### src/rtl/hrht_pkg.sv
// Shared constants, types and helpers for the HTTP request header tokenizer.
package hrht_pkg;

    localparam int MAX_HEADERS = 32;
    localparam int KEY_LEN     = 64;
    localparam int VALUE_LEN   = 256;
    localparam int TOKEN_LEN   = 16;

    localparam int LEN_MAX = (VALUE_LEN > KEY_LEN)
        ? ((VALUE_LEN > TOKEN_LEN) ? VALUE_LEN : TOKEN_LEN)
        : ((KEY_LEN > TOKEN_LEN) ? KEY_LEN : TOKEN_LEN);
    // length may sit one above the largest cap once truncated
    localparam int LEN_W  = $clog2(LEN_MAX + 1);
    localparam int HC_W   = $clog2(MAX_HEADERS + 1);
    localparam int LIM_W  = 7;
    localparam int CFG_W  = 6;
    localparam int IDX_W  = 5;

    localparam int FIFO_DEPTH = 4;
    localparam int FIFO_AW    = $clog2(FIFO_DEPTH);
    localparam int FIFO_CW    = $clog2(FIFO_DEPTH + 1);

    localparam logic [7:0] CH_CR    = 8'h0D;
    localparam logic [7:0] CH_LF    = 8'h0A;
    localparam logic [7:0] CH_SP    = 8'h20;
    localparam logic [7:0] CH_COLON = 8'h3A;

    localparam logic [2:0] KIND_METHOD  = 3'd0;
    localparam logic [2:0] KIND_PATH    = 3'd1;
    localparam logic [2:0] KIND_VERSION = 3'd2;
    localparam logic [2:0] KIND_KEY     = 3'd3;
    localparam logic [2:0] KIND_VALUE   = 3'd4;
    localparam logic [2:0] KIND_BODY    = 3'd5;

    localparam logic [1:0] ST_OK      = 2'd0;
    localparam logic [1:0] ST_TRUNC   = 2'd1;
    localparam logic [1:0] ST_DROP    = 2'd2;
    localparam logic [1:0] ST_NOCOLON = 2'd3;

    typedef struct packed {
        logic [7:0] data_byte;
        logic       eor;
        logic       is_cr;
        logic       is_lf;
        logic       is_sp;
        logic       is_colon;
    } item_t;

    function automatic logic [LEN_W-1:0] cap_of(input logic [2:0] kind);
        logic [LEN_W-1:0] cap;
        case (kind)
            KIND_METHOD, KIND_VERSION: cap = LEN_W'(TOKEN_LEN - 1);
            KIND_KEY:                  cap = LEN_W'(KEY_LEN - 1);
            default:                   cap = LEN_W'(VALUE_LEN - 1);
        endcase
        return cap;
    endfunction

endpackage

### src/rtl/hrht_front.sv
// Front end: takes request bytes and classifies the delimiters.
module hrht_front (
    input  logic                 s_tvalid,
    output logic                 s_tready,
    input  logic [7:0]           s_tdata,
    input  logic                 s_tlast,
    input  logic                 q_full,
    output logic                 q_push,
    output hrht_pkg::item_t      q_item
);

    assign s_tready = !q_full;
    assign q_push   = s_tvalid && !q_full;

    always_comb
    begin
        q_item.data_byte = s_tdata;
        q_item.eor       = s_tlast;
        q_item.is_cr     = (s_tdata == hrht_pkg::CH_CR);
        q_item.is_lf     = (s_tdata == hrht_pkg::CH_LF);
        q_item.is_sp     = (s_tdata == hrht_pkg::CH_SP);
        q_item.is_colon  = (s_tdata == hrht_pkg::CH_COLON);
    end

endmodule

### src/rtl/hrht_fifo.sv
// Short queue of classified bytes between front and back end.
module hrht_fifo (
    input  logic                 clk,
    input  logic                 rst_n,
    input  logic                 push,
    input  hrht_pkg::item_t      push_item,
    output logic                 full,
    input  logic                 pop,
    output logic                 not_empty,
    output hrht_pkg::item_t      head
);

    hrht_pkg::item_t                   mem_reg [hrht_pkg::FIFO_DEPTH];
    logic [hrht_pkg::FIFO_AW-1:0]      wr_ptr_reg, wr_ptr_next;
    logic [hrht_pkg::FIFO_AW-1:0]      rd_ptr_reg, rd_ptr_next;
    logic [hrht_pkg::FIFO_CW-1:0]      count_reg, count_next;

    assign full      = (count_reg == hrht_pkg::FIFO_CW'(hrht_pkg::FIFO_DEPTH));
    assign not_empty = (count_reg != '0);
    assign head      = mem_reg[rd_ptr_reg];

    always_comb
    begin
        wr_ptr_next = push ? wr_ptr_reg + 1'b1 : wr_ptr_reg;
        rd_ptr_next = pop  ? rd_ptr_reg + 1'b1 : rd_ptr_reg;
        count_next  = count_reg;
        if (push && !pop)
        begin
            count_next = count_reg + 1'b1;
        end
        else if (pop && !push)
        begin
            count_next = count_reg - 1'b1;
        end
    end

    always_ff @(posedge clk)
    begin
        if (push)
        begin
            mem_reg[wr_ptr_reg] <= push_item;
        end
    end

    always_ff @(posedge clk or negedge rst_n)
    begin
        if (!rst_n)
        begin
            wr_ptr_reg <= '0;
            rd_ptr_reg <= '0;
            count_reg  <= '0;
        end
        else
        begin
            wr_ptr_reg <= wr_ptr_next;
            rd_ptr_reg <= rd_ptr_next;
            count_reg  <= count_next;
        end
    end

endmodule

### src/rtl/hrht_back.sv
// Back end: parse state machine and registered result stage.
module hrht_back (
    input  logic                        clk,
    input  logic                        rst_n,
    input  logic                        cfg_we,
    input  logic [hrht_pkg::CFG_W-1:0]  cfg_wdata,
    input  logic                        q_not_empty,
    input  hrht_pkg::item_t             q_head,
    output logic                        q_pop,
    output logic                        m_tvalid,
    input  logic                        m_tready,
    output logic [15:0]                 m_tdata,
    output logic                        m_tlast,
    output logic [5:0]                  m_tuser
);

    typedef enum logic [2:0] {
        PH_METHOD  = 3'd0,
        PH_PATH    = 3'd1,
        PH_VERSION = 3'd2,
        PH_KEY     = 3'd3,
        PH_VALUE   = 3'd4,
        PH_BODY    = 3'd5,
        PH_DISCARD = 3'd6
    } phase_t;

    typedef enum logic [1:0] {
        TRK_NONE = 2'd0,
        TRK_CR   = 2'd1,
        TRK_LF   = 2'd2
    } trk_t;

    phase_t                            phase_reg, phase_next;
    logic [hrht_pkg::LEN_W-1:0]        len_reg, len_next;
    logic [hrht_pkg::HC_W-1:0]         hc_reg, hc_next;
    trk_t                              trk_reg, trk_next;
    logic                              skip_reg, skip_next;
    logic [hrht_pkg::CFG_W-1:0]        limit_reg;

    logic                              out_valid_reg, out_valid_next;
    logic [7:0]                        out_byte_reg, out_byte_next;
    logic                              byte_valid_reg, byte_valid_next;
    logic [2:0]                        kind_reg, kind_next;
    logic [hrht_pkg::IDX_W-1:0]        idx_reg, idx_next;
    logic                              end_reg, end_next;
    logic [1:0]                        status_reg, status_next;

    logic                              have;
    logic                              do_content;
    logic                              brk;
    trk_t                              brk_trk;
    logic [hrht_pkg::LIM_W-1:0]        lim;
    logic [hrht_pkg::LEN_W-1:0]        cap;
    logic [hrht_pkg::IDX_W-1:0]        cur_idx;

    assign q_pop = q_not_empty && (!out_valid_reg || m_tready);

    assign m_tvalid = out_valid_reg;
    assign m_tdata  = {3'b000, idx_reg, out_byte_reg};
    assign m_tlast  = end_reg;
    assign m_tuser  = {status_reg, kind_reg, byte_valid_reg};

    always_comb
    begin
        phase_next      = phase_reg;
        len_next        = len_reg;
        hc_next         = hc_reg;
        trk_next        = trk_reg;
        skip_next       = skip_reg;
        have            = 1'b0;
        do_content      = 1'b0;
        out_byte_next   = 8'h00;
        byte_valid_next = 1'b0;
        kind_next       = 3'(phase_reg);
        idx_next        = '0;
        end_next        = 1'b0;
        status_next     = hrht_pkg::ST_OK;
        cap             = '0;
        cur_idx         = '0;

        brk     = q_head.is_cr || q_head.is_lf;
        brk_trk = q_head.is_cr ? TRK_CR : TRK_LF;
        lim     = (hrht_pkg::LIM_W'(limit_reg) > hrht_pkg::LIM_W'(hrht_pkg::MAX_HEADERS))
                  ? hrht_pkg::LIM_W'(hrht_pkg::MAX_HEADERS)
                  : hrht_pkg::LIM_W'(limit_reg);

        if (trk_reg == TRK_CR && q_head.is_lf)
        begin
            trk_next = (phase_reg == PH_BODY) ? TRK_NONE : TRK_LF;
        end
        else if (phase_reg == PH_METHOD || phase_reg == PH_PATH || phase_reg == PH_VERSION)
        begin
            if (q_head.is_sp)
            begin
                if (len_reg != '0)
                begin
                    have       = 1'b1;
                    kind_next  = 3'(phase_reg);
                    end_next   = 1'b1;
                    phase_next = (phase_reg == PH_VERSION) ? PH_DISCARD
                                 : phase_t'(phase_reg + 3'd1);
                    len_next   = '0;
                end
            end
            else if (brk)
            begin
                if (!(phase_reg == PH_METHOD && len_reg == '0))
                begin
                    if (len_reg != '0)
                    begin
                        have      = 1'b1;
                        kind_next = 3'(phase_reg);
                        end_next  = 1'b1;
                    end
                    phase_next = PH_KEY;
                    len_next   = '0;
                    trk_next   = brk_trk;
                end
            end
            else
            begin
                do_content = 1'b1;
            end
        end
        else if (phase_reg == PH_KEY)
        begin
            if (brk)
            begin
                if (len_reg == '0)
                begin
                    // blank line: headers done
                    phase_next = PH_BODY;
                    trk_next   = q_head.is_cr ? TRK_CR : TRK_NONE;
                end
                else
                begin
                    have        = 1'b1;
                    kind_next   = hrht_pkg::KIND_KEY;
                    idx_next    = hrht_pkg::IDX_W'(hc_reg);
                    end_next    = 1'b1;
                    status_next = hrht_pkg::ST_NOCOLON;
                    len_next    = '0;
                    trk_next    = brk_trk;
                end
            end
            else
            begin
                trk_next = TRK_NONE;
                if (len_reg == '0 && hrht_pkg::LIM_W'(hc_reg) >= lim)
                begin
                    have        = 1'b1;
                    kind_next   = hrht_pkg::KIND_KEY;
                    end_next    = 1'b1;
                    status_next = hrht_pkg::ST_DROP;
                    phase_next  = PH_DISCARD;
                end
                else if (q_head.is_colon)
                begin
                    have       = 1'b1;
                    kind_next  = hrht_pkg::KIND_KEY;
                    idx_next   = hrht_pkg::IDX_W'(hc_reg);
                    end_next   = 1'b1;
                    phase_next = PH_VALUE;
                    len_next   = '0;
                    skip_next  = 1'b1;
                end
                else
                begin
                    do_content = 1'b1;
                end
            end
        end
        else if (phase_reg == PH_VALUE)
        begin
            if (brk)
            begin
                have       = 1'b1;
                kind_next  = hrht_pkg::KIND_VALUE;
                idx_next   = hrht_pkg::IDX_W'(hc_reg);
                end_next   = 1'b1;
                hc_next    = hc_reg + 1'b1;
                phase_next = PH_KEY;
                len_next   = '0;
                skip_next  = 1'b0;
                trk_next   = brk_trk;
            end
            else
            begin
                trk_next = TRK_NONE;
                if (!(skip_reg && q_head.is_sp))
                begin
                    skip_next  = 1'b0;
                    do_content = 1'b1;
                end
            end
        end
        else if (phase_reg == PH_BODY)
        begin
            trk_next        = TRK_NONE;
            have            = 1'b1;
            out_byte_next   = q_head.data_byte;
            byte_valid_next = 1'b1;
            kind_next       = hrht_pkg::KIND_BODY;
        end
        else
        begin
            // discard to end of line
            if (brk)
            begin
                phase_next = PH_KEY;
                len_next   = '0;
                trk_next   = brk_trk;
            end
            else
            begin
                trk_next = TRK_NONE;
            end
        end

        if (do_content)
        begin
            cap     = hrht_pkg::cap_of(3'(phase_reg));
            cur_idx = (phase_reg == PH_KEY || phase_reg == PH_VALUE)
                      ? hrht_pkg::IDX_W'(hc_reg) : '0;
            if (len_reg < cap)
            begin
                have            = 1'b1;
                out_byte_next   = q_head.data_byte;
                byte_valid_next = 1'b1;
                kind_next       = 3'(phase_reg);
                idx_next        = cur_idx;
                len_next        = len_reg + 1'b1;
            end
            else if (len_reg == cap)
            begin
                have        = 1'b1;
                kind_next   = 3'(phase_reg);
                idx_next    = cur_idx;
                status_next = hrht_pkg::ST_TRUNC;
                len_next    = len_reg + 1'b1;
            end
        end

        if (q_head.eor)
        begin
            if (have)
            begin
                if (!end_next && kind_next == hrht_pkg::KIND_KEY
                    && status_next == hrht_pkg::ST_OK)
                begin
                    status_next = hrht_pkg::ST_NOCOLON;
                end
                end_next = 1'b1;
            end
            else if (phase_next == PH_METHOD || phase_next == PH_PATH
                     || phase_next == PH_VERSION)
            begin
                if (len_next != '0)
                begin
                    have      = 1'b1;
                    kind_next = 3'(phase_next);
                    end_next  = 1'b1;
                end
            end
            else if (phase_next == PH_KEY)
            begin
                if (len_next != '0)
                begin
                    have        = 1'b1;
                    kind_next   = hrht_pkg::KIND_KEY;
                    idx_next    = hrht_pkg::IDX_W'(hc_next);
                    end_next    = 1'b1;
                    status_next = hrht_pkg::ST_NOCOLON;
                end
            end
            else if (phase_next == PH_VALUE)
            begin
                have      = 1'b1;
                kind_next = hrht_pkg::KIND_VALUE;
                idx_next  = hrht_pkg::IDX_W'(hc_next);
                end_next  = 1'b1;
            end
            else if (phase_next == PH_BODY)
            begin
                have      = 1'b1;
                kind_next = hrht_pkg::KIND_BODY;
                end_next  = 1'b1;
            end
            phase_next = PH_METHOD;
            len_next   = '0;
            hc_next    = '0;
            trk_next   = TRK_NONE;
            skip_next  = 1'b0;
        end

        if (q_pop)
        begin
            out_valid_next = have;
        end
        else
        begin
            out_valid_next = out_valid_reg && !m_tready;
        end
    end

    always_ff @(posedge clk or negedge rst_n)
    begin
        if (!rst_n)
        begin
            limit_reg      <= hrht_pkg::CFG_W'(32);
            phase_reg      <= PH_METHOD;
            len_reg        <= '0;
            hc_reg         <= '0;
            trk_reg        <= TRK_NONE;
            skip_reg       <= 1'b0;
            out_valid_reg  <= 1'b0;
            out_byte_reg   <= '0;
            byte_valid_reg <= 1'b0;
            kind_reg       <= '0;
            idx_reg        <= '0;
            end_reg        <= 1'b0;
            status_reg     <= '0;
        end
        else
        begin
            if (cfg_we)
            begin
                limit_reg <= cfg_wdata;
            end
            out_valid_reg <= out_valid_next;
            if (q_pop)
            begin
                phase_reg      <= phase_next;
                len_reg        <= len_next;
                hc_reg         <= hc_next;
                trk_reg        <= trk_next;
                skip_reg       <= skip_next;
                out_byte_reg   <= out_byte_next;
                byte_valid_reg <= byte_valid_next;
                kind_reg       <= kind_next;
                idx_reg        <= idx_next;
                end_reg        <= end_next;
                status_reg     <= status_next;
            end
        end
    end

    a_hc_bound: assert property (@(posedge clk) disable iff (!rst_n)
        hrht_pkg::LIM_W'(hc_reg) <= hrht_pkg::LIM_W'(hrht_pkg::MAX_HEADERS))
        else $error("header counter past limit");

    a_len_bound: assert property (@(posedge clk) disable iff (!rst_n)
        len_reg <= hrht_pkg::LEN_W'(hrht_pkg::LEN_MAX))
        else $error("field length past cap");

    a_byte_status: assert property (@(posedge clk) disable iff (!rst_n)
        (out_valid_reg && byte_valid_reg && status_reg != hrht_pkg::ST_OK)
        |-> (kind_reg == hrht_pkg::KIND_KEY && end_reg))
        else $error("content byte with bad status");

    a_idx_zero: assert property (@(posedge clk) disable iff (!rst_n)
        (out_valid_reg && kind_reg != hrht_pkg::KIND_KEY
         && kind_reg != hrht_pkg::KIND_VALUE) |-> (idx_reg == '0))
        else $error("header index outside header field");

    a_no_pop_stalled: assert property (@(posedge clk) disable iff (!rst_n)
        (out_valid_reg && !m_tready) |-> !q_pop)
        else $error("queue popped while result stalled");

endmodule

### src/rtl/http_request_header_tokenizer.sv
// Top level of the HTTP request header tokenizer.
// Takes one request byte per cycle while the queue has room (tlast marks the final byte)
// and gives at most one result per byte: a content byte tagged with its field, or a field
// marker. Sustained rate is one byte per cycle while m_tready is high. A byte goes from the
// classifier into a four-entry queue, and the parse state machine pops it into its
// registered result stage, which lets input be taken while a result waits. Input is
// held off only once the queue holds four bytes. header_limit is written through
// cfg_we/cfg_wdata and resets to 32; no clearing pass is needed after reset.
module http_request_header_tokenizer (
    input  logic                        clk,
    input  logic                        rst_n,
    input  logic                        cfg_we,
    input  logic [hrht_pkg::CFG_W-1:0]  cfg_wdata,   // header_limit
    input  logic                        s_tvalid,
    output logic                        s_tready,
    input  logic [7:0]                  s_tdata,     // [7:0] data_byte
    input  logic                        s_tlast,     // end_of_request
    output logic                        m_tvalid,
    input  logic                        m_tready,
    output logic [15:0]                 m_tdata,     // [7:0] out_byte, [12:8] header_index
    output logic                        m_tlast,     // field_end
    output logic [5:0]                  m_tuser      // [0] byte_valid, [3:1] field_kind,
                                                     // [5:4] status
);

    logic            q_push;
    logic            q_full;
    logic            q_pop;
    logic            q_not_empty;
    hrht_pkg::item_t q_in;
    hrht_pkg::item_t q_head;

    hrht_front u_front (
        .s_tvalid (s_tvalid),
        .s_tready (s_tready),
        .s_tdata  (s_tdata),
        .s_tlast  (s_tlast),
        .q_full   (q_full),
        .q_push   (q_push),
        .q_item   (q_in)
    );

    hrht_fifo u_fifo (
        .clk       (clk),
        .rst_n     (rst_n),
        .push      (q_push),
        .push_item (q_in),
        .full      (q_full),
        .pop       (q_pop),
        .not_empty (q_not_empty),
        .head      (q_head)
    );

    hrht_back u_back (
        .clk         (clk),
        .rst_n       (rst_n),
        .cfg_we      (cfg_we),
        .cfg_wdata   (cfg_wdata),
        .q_not_empty (q_not_empty),
        .q_head      (q_head),
        .q_pop       (q_pop),
        .m_tvalid    (m_tvalid),
        .m_tready    (m_tready),
        .m_tdata     (m_tdata),
        .m_tlast     (m_tlast),
        .m_tuser     (m_tuser)
    );

endmodule
### config.mk
export PLATFORM = sky130hd
export DESIGN_NAME = http_request_header_tokenizer
export DESIGN_NICKNAME = d
export VERILOG_FILES = /design/src/rtl/hrht_pkg.sv /design/src/rtl/hrht_front.sv /design/src/rtl/hrht_fifo.sv /design/src/rtl/hrht_back.sv /design/src/rtl/http_request_header_tokenizer.sv
export SDC_FILE = /design/constraint.sdc
export NUM_CORES = 1
export LEC_CHECK = 0
export BUFFER_PORTS_ARGS = -buffer_cell sky130_fd_sc_hd__buf_2
export CORE_AREA = 2 2 108 110
export CTS_CLUSTER_SIZE = 40
export DETAILED_ROUTE_END_ITERATION = 10
export DIE_AREA = 0 0 110 112
export PLACE_DENSITY = 0.73
export SLEW_MARGIN = 20
export SYNTH_ARGS = -nofsm -noshare
export SYNTH_HDL_FRONTEND = slang
export SYNTH_HIERARCHICAL = 1
export SYNTH_SLANG_ARGS = --single-unit
### constraint.sdc
create_clock -name clk -period 6.2 [get_ports clk]
set_input_delay 0.31 -clock clk [delete_from_list [all_inputs] [get_ports clk]]
set_output_delay 0.31 -clock clk [all_outputs]
set_load 0.02 [all_outputs]
# Yosys cells after proc, flatten, opt, wreduce, memory -nomap -nowiden
# Memory sizes are Yosys's and may differ from the RTL's.
# Cells that the tools add are included.
dict set report op_classes {
  n_eq_ne 28
  mux 187
  n_reduce_logical 39
  magnitude_cmp 3
  n_addsub 7
}
# op n
set op_table {}
lappend op_table {{two-way mux 9 bit} 19}
lappend op_table {{two-way mux 3 bit} 39}
lappend op_table {{two-way mux 5 bit} 19}
lappend op_table {{two-way mux 1 bit} 66}
lappend op_table {{two-way mux 2 bit} 29}
lappend op_table {{two-way mux 8 bit} 7}
lappend op_table {{two-way mux 6 bit} 7}
lappend op_table {{nonzero test 9 bit} 2}
lappend op_table {{equality test 8 x 4 -> 1 bit, second input constant} 2}
lappend op_table {{equality test 8 x 6 -> 1 bit, second input constant} 2}
lappend op_table {{case mux 8 bit (2 select lines)} 1}
lappend op_table {{equality test 3 x 2 -> 1 bit, second input constant} 5}
lappend op_table {{equality test 3 bit, second input constant} 5}
lappend op_table {{logical AND 1 bit} 11}
lappend op_table {{adder 9 x 1 -> 9 bit, second input constant} 1}
lappend op_table {{equality test 9 bit} 1}
lappend op_table {{zero test 9 bit} 1}
lappend op_table {{< comparator 9 bit} 1}
lappend op_table {{inequality test 3 bit, second input constant} 3}
lappend op_table {{inequality test 4 x 3 -> 1 bit, second input constant} 2}
lappend op_table {{AND reduction 8 bit} 1}
lappend op_table {{>= comparator 6 x 7 -> 1 bit} 1}
lappend op_table {{logical OR 1 bit} 7}
lappend op_table {{adder 3 x 1 -> 3 bit, second input constant} 2}
lappend op_table {{other kinds (17)} 30}
dict set report totals {
  n_memories 1
  ff_bits 55
  out_inout_bits 25
  ram_bits 52
  wordCells 282
}
# name depth width rd rd_clocked_by_memory_dff write_ports line
set mem_list {}
lappend mem_list {u_fifo.mem_reg 4 13 1 0 1 hrht_fifo.sv:13} ;# hrht_pkg::item_t mem_reg [hrht_pkg::FIFO_DEPTH];

# Depth between registers and ports, before layout
dict set report depth {
  word_depth 21
  mapped_depth 15
  depth_no_buf 14
}

# By module
# The synthesis kept the hierarchy.
# mod n_inst area_each_um2 cells_each seq_area_each_um2
set by_module_without_submodules {}
lappend by_module_without_submodules {hrht_back 1 3606.0 437 1202.4}
lappend by_module_without_submodules {hrht_fifo 1 2301.0 102 1736.7}
lappend by_module_without_submodules {hrht_front 1 156.4 21 0.0}

# Worst setup path after synthesis
# OpenSTA, ideal clock, no wires.
dict set report synth_timing {
  kind {reg2reg}
  from {register u_back.phase_reg[0]}
  to {register u_back.kind_reg[0]}
  stages_incl_launch_ff 16
  synth_period_minus_slack_ps 3772
  t_arrival_ps 3681
  required_time_ps 6108
  path_slack_ps 2428
  cell_sequence {dfrtp_1 > ha_1 > ha_1 > clkbuf_1 > buf_1 > nor3_1 > ha_1 > or2b_1 > nor3_2 > o22ai_2 > a311oi_4 > mux2i_1 > a31oi_1 > mux2_2 > and3_1 > o31ai_2}
}
dict set report synth_between {
  elab_chain_cells 16
  word_cells_on_any_way 86
}
# item line
set synth_rtl {}
lappend synth_rtl {{from (decl)} hrht_back.sv:33} ;# phase_t phase_reg, phase_next;
lappend synth_rtl {{from (signal assigned)} hrht_back.sv:333} ;# phase_reg <= phase_next;
lappend synth_rtl {{parallel branches: the longest is 15 deep, another holds < comparator 9 bit} --}
lappend synth_rtl {{two-way mux 3 bit *} hrht_back.sv:244} ;# if (q_head.eor)
lappend synth_rtl {{to (signal assigned)} hrht_back.sv:340} ;# kind_reg <= kind_next;
lappend synth_rtl {{to (decl)} hrht_back.sv:43} ;# logic [2:0] kind_reg, kind_next;
# Mark *: on every way between the ends. The select of a mux whose other input is x is not followed.
# A chain may end at the register's enable or synchronous reset.

# Worst setup path in the final report
dict set report layout_timing {
  from {register u_back.phase_reg[2]}
  to {register u_back/idx_reg[0] (netlist bit)}
}
dict set report layout_between {
  elab_chain_cells 16
  word_cells_on_any_way 83
}
# item line
set layout_rtl {}
lappend layout_rtl {{parallel branches: the longest is 15 deep, another holds < comparator 9 bit} --}
lappend layout_rtl {{two-way mux 5 bit *} hrht_back.sv:244}
lappend layout_rtl {{to (signal assigned)} hrht_back.sv:341} ;# idx_reg <= idx_next;
lappend layout_rtl {{to (decl)} hrht_back.sv:44} ;# logic [hrht_pkg::IDX_W-1:0] idx_reg, idx_next;
# Marks and branches as above.

==> flow_metrics.env <==
export IMPL_fin_skew_ns=0.00460
export IMPL_rsz0062_at_grt="no"
export IMPL_period_minus_slack_ns=4.67
export IMPL_cts_resized=0
export IMPL_ys_seq_elements=107
export IMPL_crit_family="compound AO/OA/AOI/OAI gates"
export IMPL_start_util_pct=54.3
export IMPL_cts_root_buffer_cell="clkbuf_16"
export IMPL_num_rows=39
export IMPL_synth_warning_count=6
export IMPL_grt_overflow=0
export IMPL_fp_dieW_um=110
export IMPL_track_usage_pct=23.9
export IMPL_drive_gt1_share_pct=18.0
export IMPL_rrSetupSlack_ns=1.53
export IMPL_power_leakage_nw=2.69
export IMPL_vias=4422
export IMPL_utilization_pct=58.4
export IMPL_grt_pass1_wl_mm=22.5
export IMPL_worst_path_buf_inv=1
export IMPL_drt_pass1_iter_count=5
export IMPL_slew_headroom_pct=40.9
export IMPL_cp_start_kind="register"
export IMPL_largest_register_ffs=52
export IMPL_gp_congestion=0.916
export IMPL_critPathSlowestCell="a311oi_4"
export IMPL_fin_hold_ws_ns=0.0860
export IMPL_fin_crit_sh_pct=75.4
export IMPL_ir_drop_mv=0.324
export IMPL_viasPerCell=6.09
export IMPL_place_port_buffers=41
export IMPL_worst_slew_pin_slew_ns=0.886
export IMPL_grt_max_degree=56
export IMPL_clk_latency_ns=0.35
export IMPL_instances_no_fill=726
export IMPL_cp_slowest_stage_delay_ns=0.79
export IMPL_yosysSeqAreaShare_pct=48.5
export IMPL_multi_input_area_um2=2800
export IMPL_crit_path_max_fanout=21
export IMPL_worst_setup_path_end_kind="register"
export IMPL_core_um2=11200
export IMPL_io_pins=45
export IMPL_grt_pass1_vias=4377
export IMPL_setup_viol_count_final=0
export IMPL_hold_viol=0
export IMPL_synth_distinct_cells=88
export IMPL_cp_arrival_ns=4.93
export IMPL_synth_avg_cell_area_um2=10.8
export IMPL_drtAntennaViolNets=0
export IMPL_hpwl_mm=9.74
export IMPL_register_area_um2=2940
export IMPL_max_cap_viol_count=0
export IMPL_drtIter0Drc=389
export IMPL_ys_flop_type="dfrtp_1"
export IMPL_final_max_slew_violation_count=0
export IMPL_dpl_cell_count=710
export IMPL_syn_inst=560
export IMPL_routedWlPerCell_um=19.0
export IMPL_antenna_found_initial=0
export IMPL_worst_path_stages=13
export IMPL_layout_common_cells="nand2_1 (73), dfrtp_1 (54), edfxtp_1 (52)"
export IMPL_final_nets=623
export IMPL_startpoint="u_back/phase_reg[2]"
export IMPL_fin_tns_setup_ns=0
export IMPL_crit_required_ns=6.46
export IMPL_max_freq_ghz=0.214
export IMPL_post_cts_buffers=0
export IMPL_die_h_um=112
export IMPL_syn_area_um2=6060
export IMPL_wl_mm=13.8
export IMPL_critPathKind="register to register"
export IMPL_die_area_um2=12300
export IMPL_num_fill_cells=943
export IMPL_reg2regPathDepth=13
export IMPL_r2r_start="u_back/phase_reg[2]"
export IMPL_antenna_cells=0
export IMPL_hp_class="input port to async pin"
export IMPL_areaGrowthSynthToFinish_pct=7.66
export IMPL_worstPathCellList="inv_1, ha_1, nor3_1, ha_1, or2b_1, nor3_2, o22ai_2, a311oi_4, mux2i_1, a31oi_1, and4b_4, nor3_2, o31ai_2"
export IMPL_cts_tree="built"
export IMPL_clk_path_buf_depth=2
export IMPL_ctsHoldBuffers=0
export IMPL_drc=0
export IMPL_synth_edff_count=52
export IMPL_cts_inserted_buffers=9
export IMPL_status="completed"
export IMPL_layout_commonest_cell="nand2_1"
export IMPL_setup_worst_path_end="u_back/idx_reg[0]"
export IMPL_h_tree_depth=3
export IMPL_r2r_end="u_back/idx_reg[0]"
export IMPL_cts_sinks=107
export IMPL_synthArstFlopShare_pct=51.4
export IMPL_p_per_area_nw_per_um2=485
export IMPL_clk_pin_slew_worst_paths_ns=0.07
power breakdown:
group	switching, W	total [W]	internal (W)
clock network	0.000274	0.000559	0.000285
logic	0.00101	0.00158	0.000565
registers	0.000118	0.00103	0.000915
Yosys cell counts, types with 10 or more instances:
library cell  instances  share of area [%]
inv_1                17                1.1
o21ai_0              41                3.4
a21oi_1              27                2.2
buf_4                16                2.0
nand2_1              73                4.5
nor2_1               40                2.5
dfrtp_1              54                 22
ha_1                 24                5.0
nand3_1              12               0.99
nor3_1               10               0.83
edfxtp_1             52                 26
clkbuf_1             15               0.93
routing by layer:
| layer | routed length, um | global-route usage [%] | share of wire [%] | up-vias |
|---|---|---|---|---|
| li1 | - | - | - | 2091 |
| met1 | 5700 | 29.6 | 41 | 2163 |
| met2 | 7100 | 40.5 | 51 | 132 |
| met3 | 626 | 5.39 | 4.5 | 36 |
| met4 | 393 | 8.78 | 2.8 | 0 |
| met5 | 0 | 0 | 0 | - |
kinds of logic after synthesis:
group | after synthesis | share of synthesized area (%)
flip-flops | 107 | 48.5
XOR/XNOR | 6 | 0.867
AO/OA/AOI/OAI | 137 | 15.0
other | 1 | 0.0618
buffers and inverters | 59 | 5.41
multiplexers | 24 | 7.12
AND/OR/NAND/NOR | 201 | 17.8
adder cells (fa/ha/maj) | 25 | 5.28
stage by stage:
stage	cell area [um^2]	power, W	worst slack [ns]
after floorplan	6070	0.00221	2.43
after global placement	6230	0.00258	1.84
after detailed placement	6230	0.00261	1.67
after CTS	6530	0.00318	1.63
after global routing	6530	0.00339	1.25
final	6530	0.00317	1.53
worst register-to-register path: stages (launching register included):
cell      delay [ns]
dfrtp_1         0.56
inv_1           0.22
ha_1            0.63
nor3_1          0.17
ha_1            0.39
or2b_1          0.27
nor3_2          0.25
o22ai_2         0.14
a311oi_4        0.79
mux2i_1         0.22
a31oi_1         0.31
and4b_4         0.34
nor3_2          0.07
o31ai_2         0.23
final cells by class:
| class | count | share of cell area (%) |
|---|---|---|
| Clock buffer | 10 | 3.51 |
| Clock inverter | 6 | 1.04 |
| Timing Repair Buffer | 45 | 3.60 |
| Tap cell | 143 | 2.74 |
| Inverter | 19 | 1.13 |
| Multi-Input combinational cell | 396 | 43.0 |
| Sequential cell | 107 | 45.0 |
worst min-delay path by stage:
stage                                start                endpoint  slack, ns  cells after the start
floorplan                            rst_n   u_back/byte_valid_reg       0.01                      0
global placement       u_fifo/count_reg[2]     u_fifo/count_reg[2]       0.47                      1
detailed placement  u_back/out_byte_reg[3]  u_back/out_byte_reg[3]       0.47                      2
CTS                                  rst_n       u_back/len_reg[7]       0.12                      2
global route                         rst_n       u_back/len_reg[5]       0.15                      2
finish                               rst_n       u_back/len_reg[4]       0.09                      2
Power figures use the tool's default switching activity.
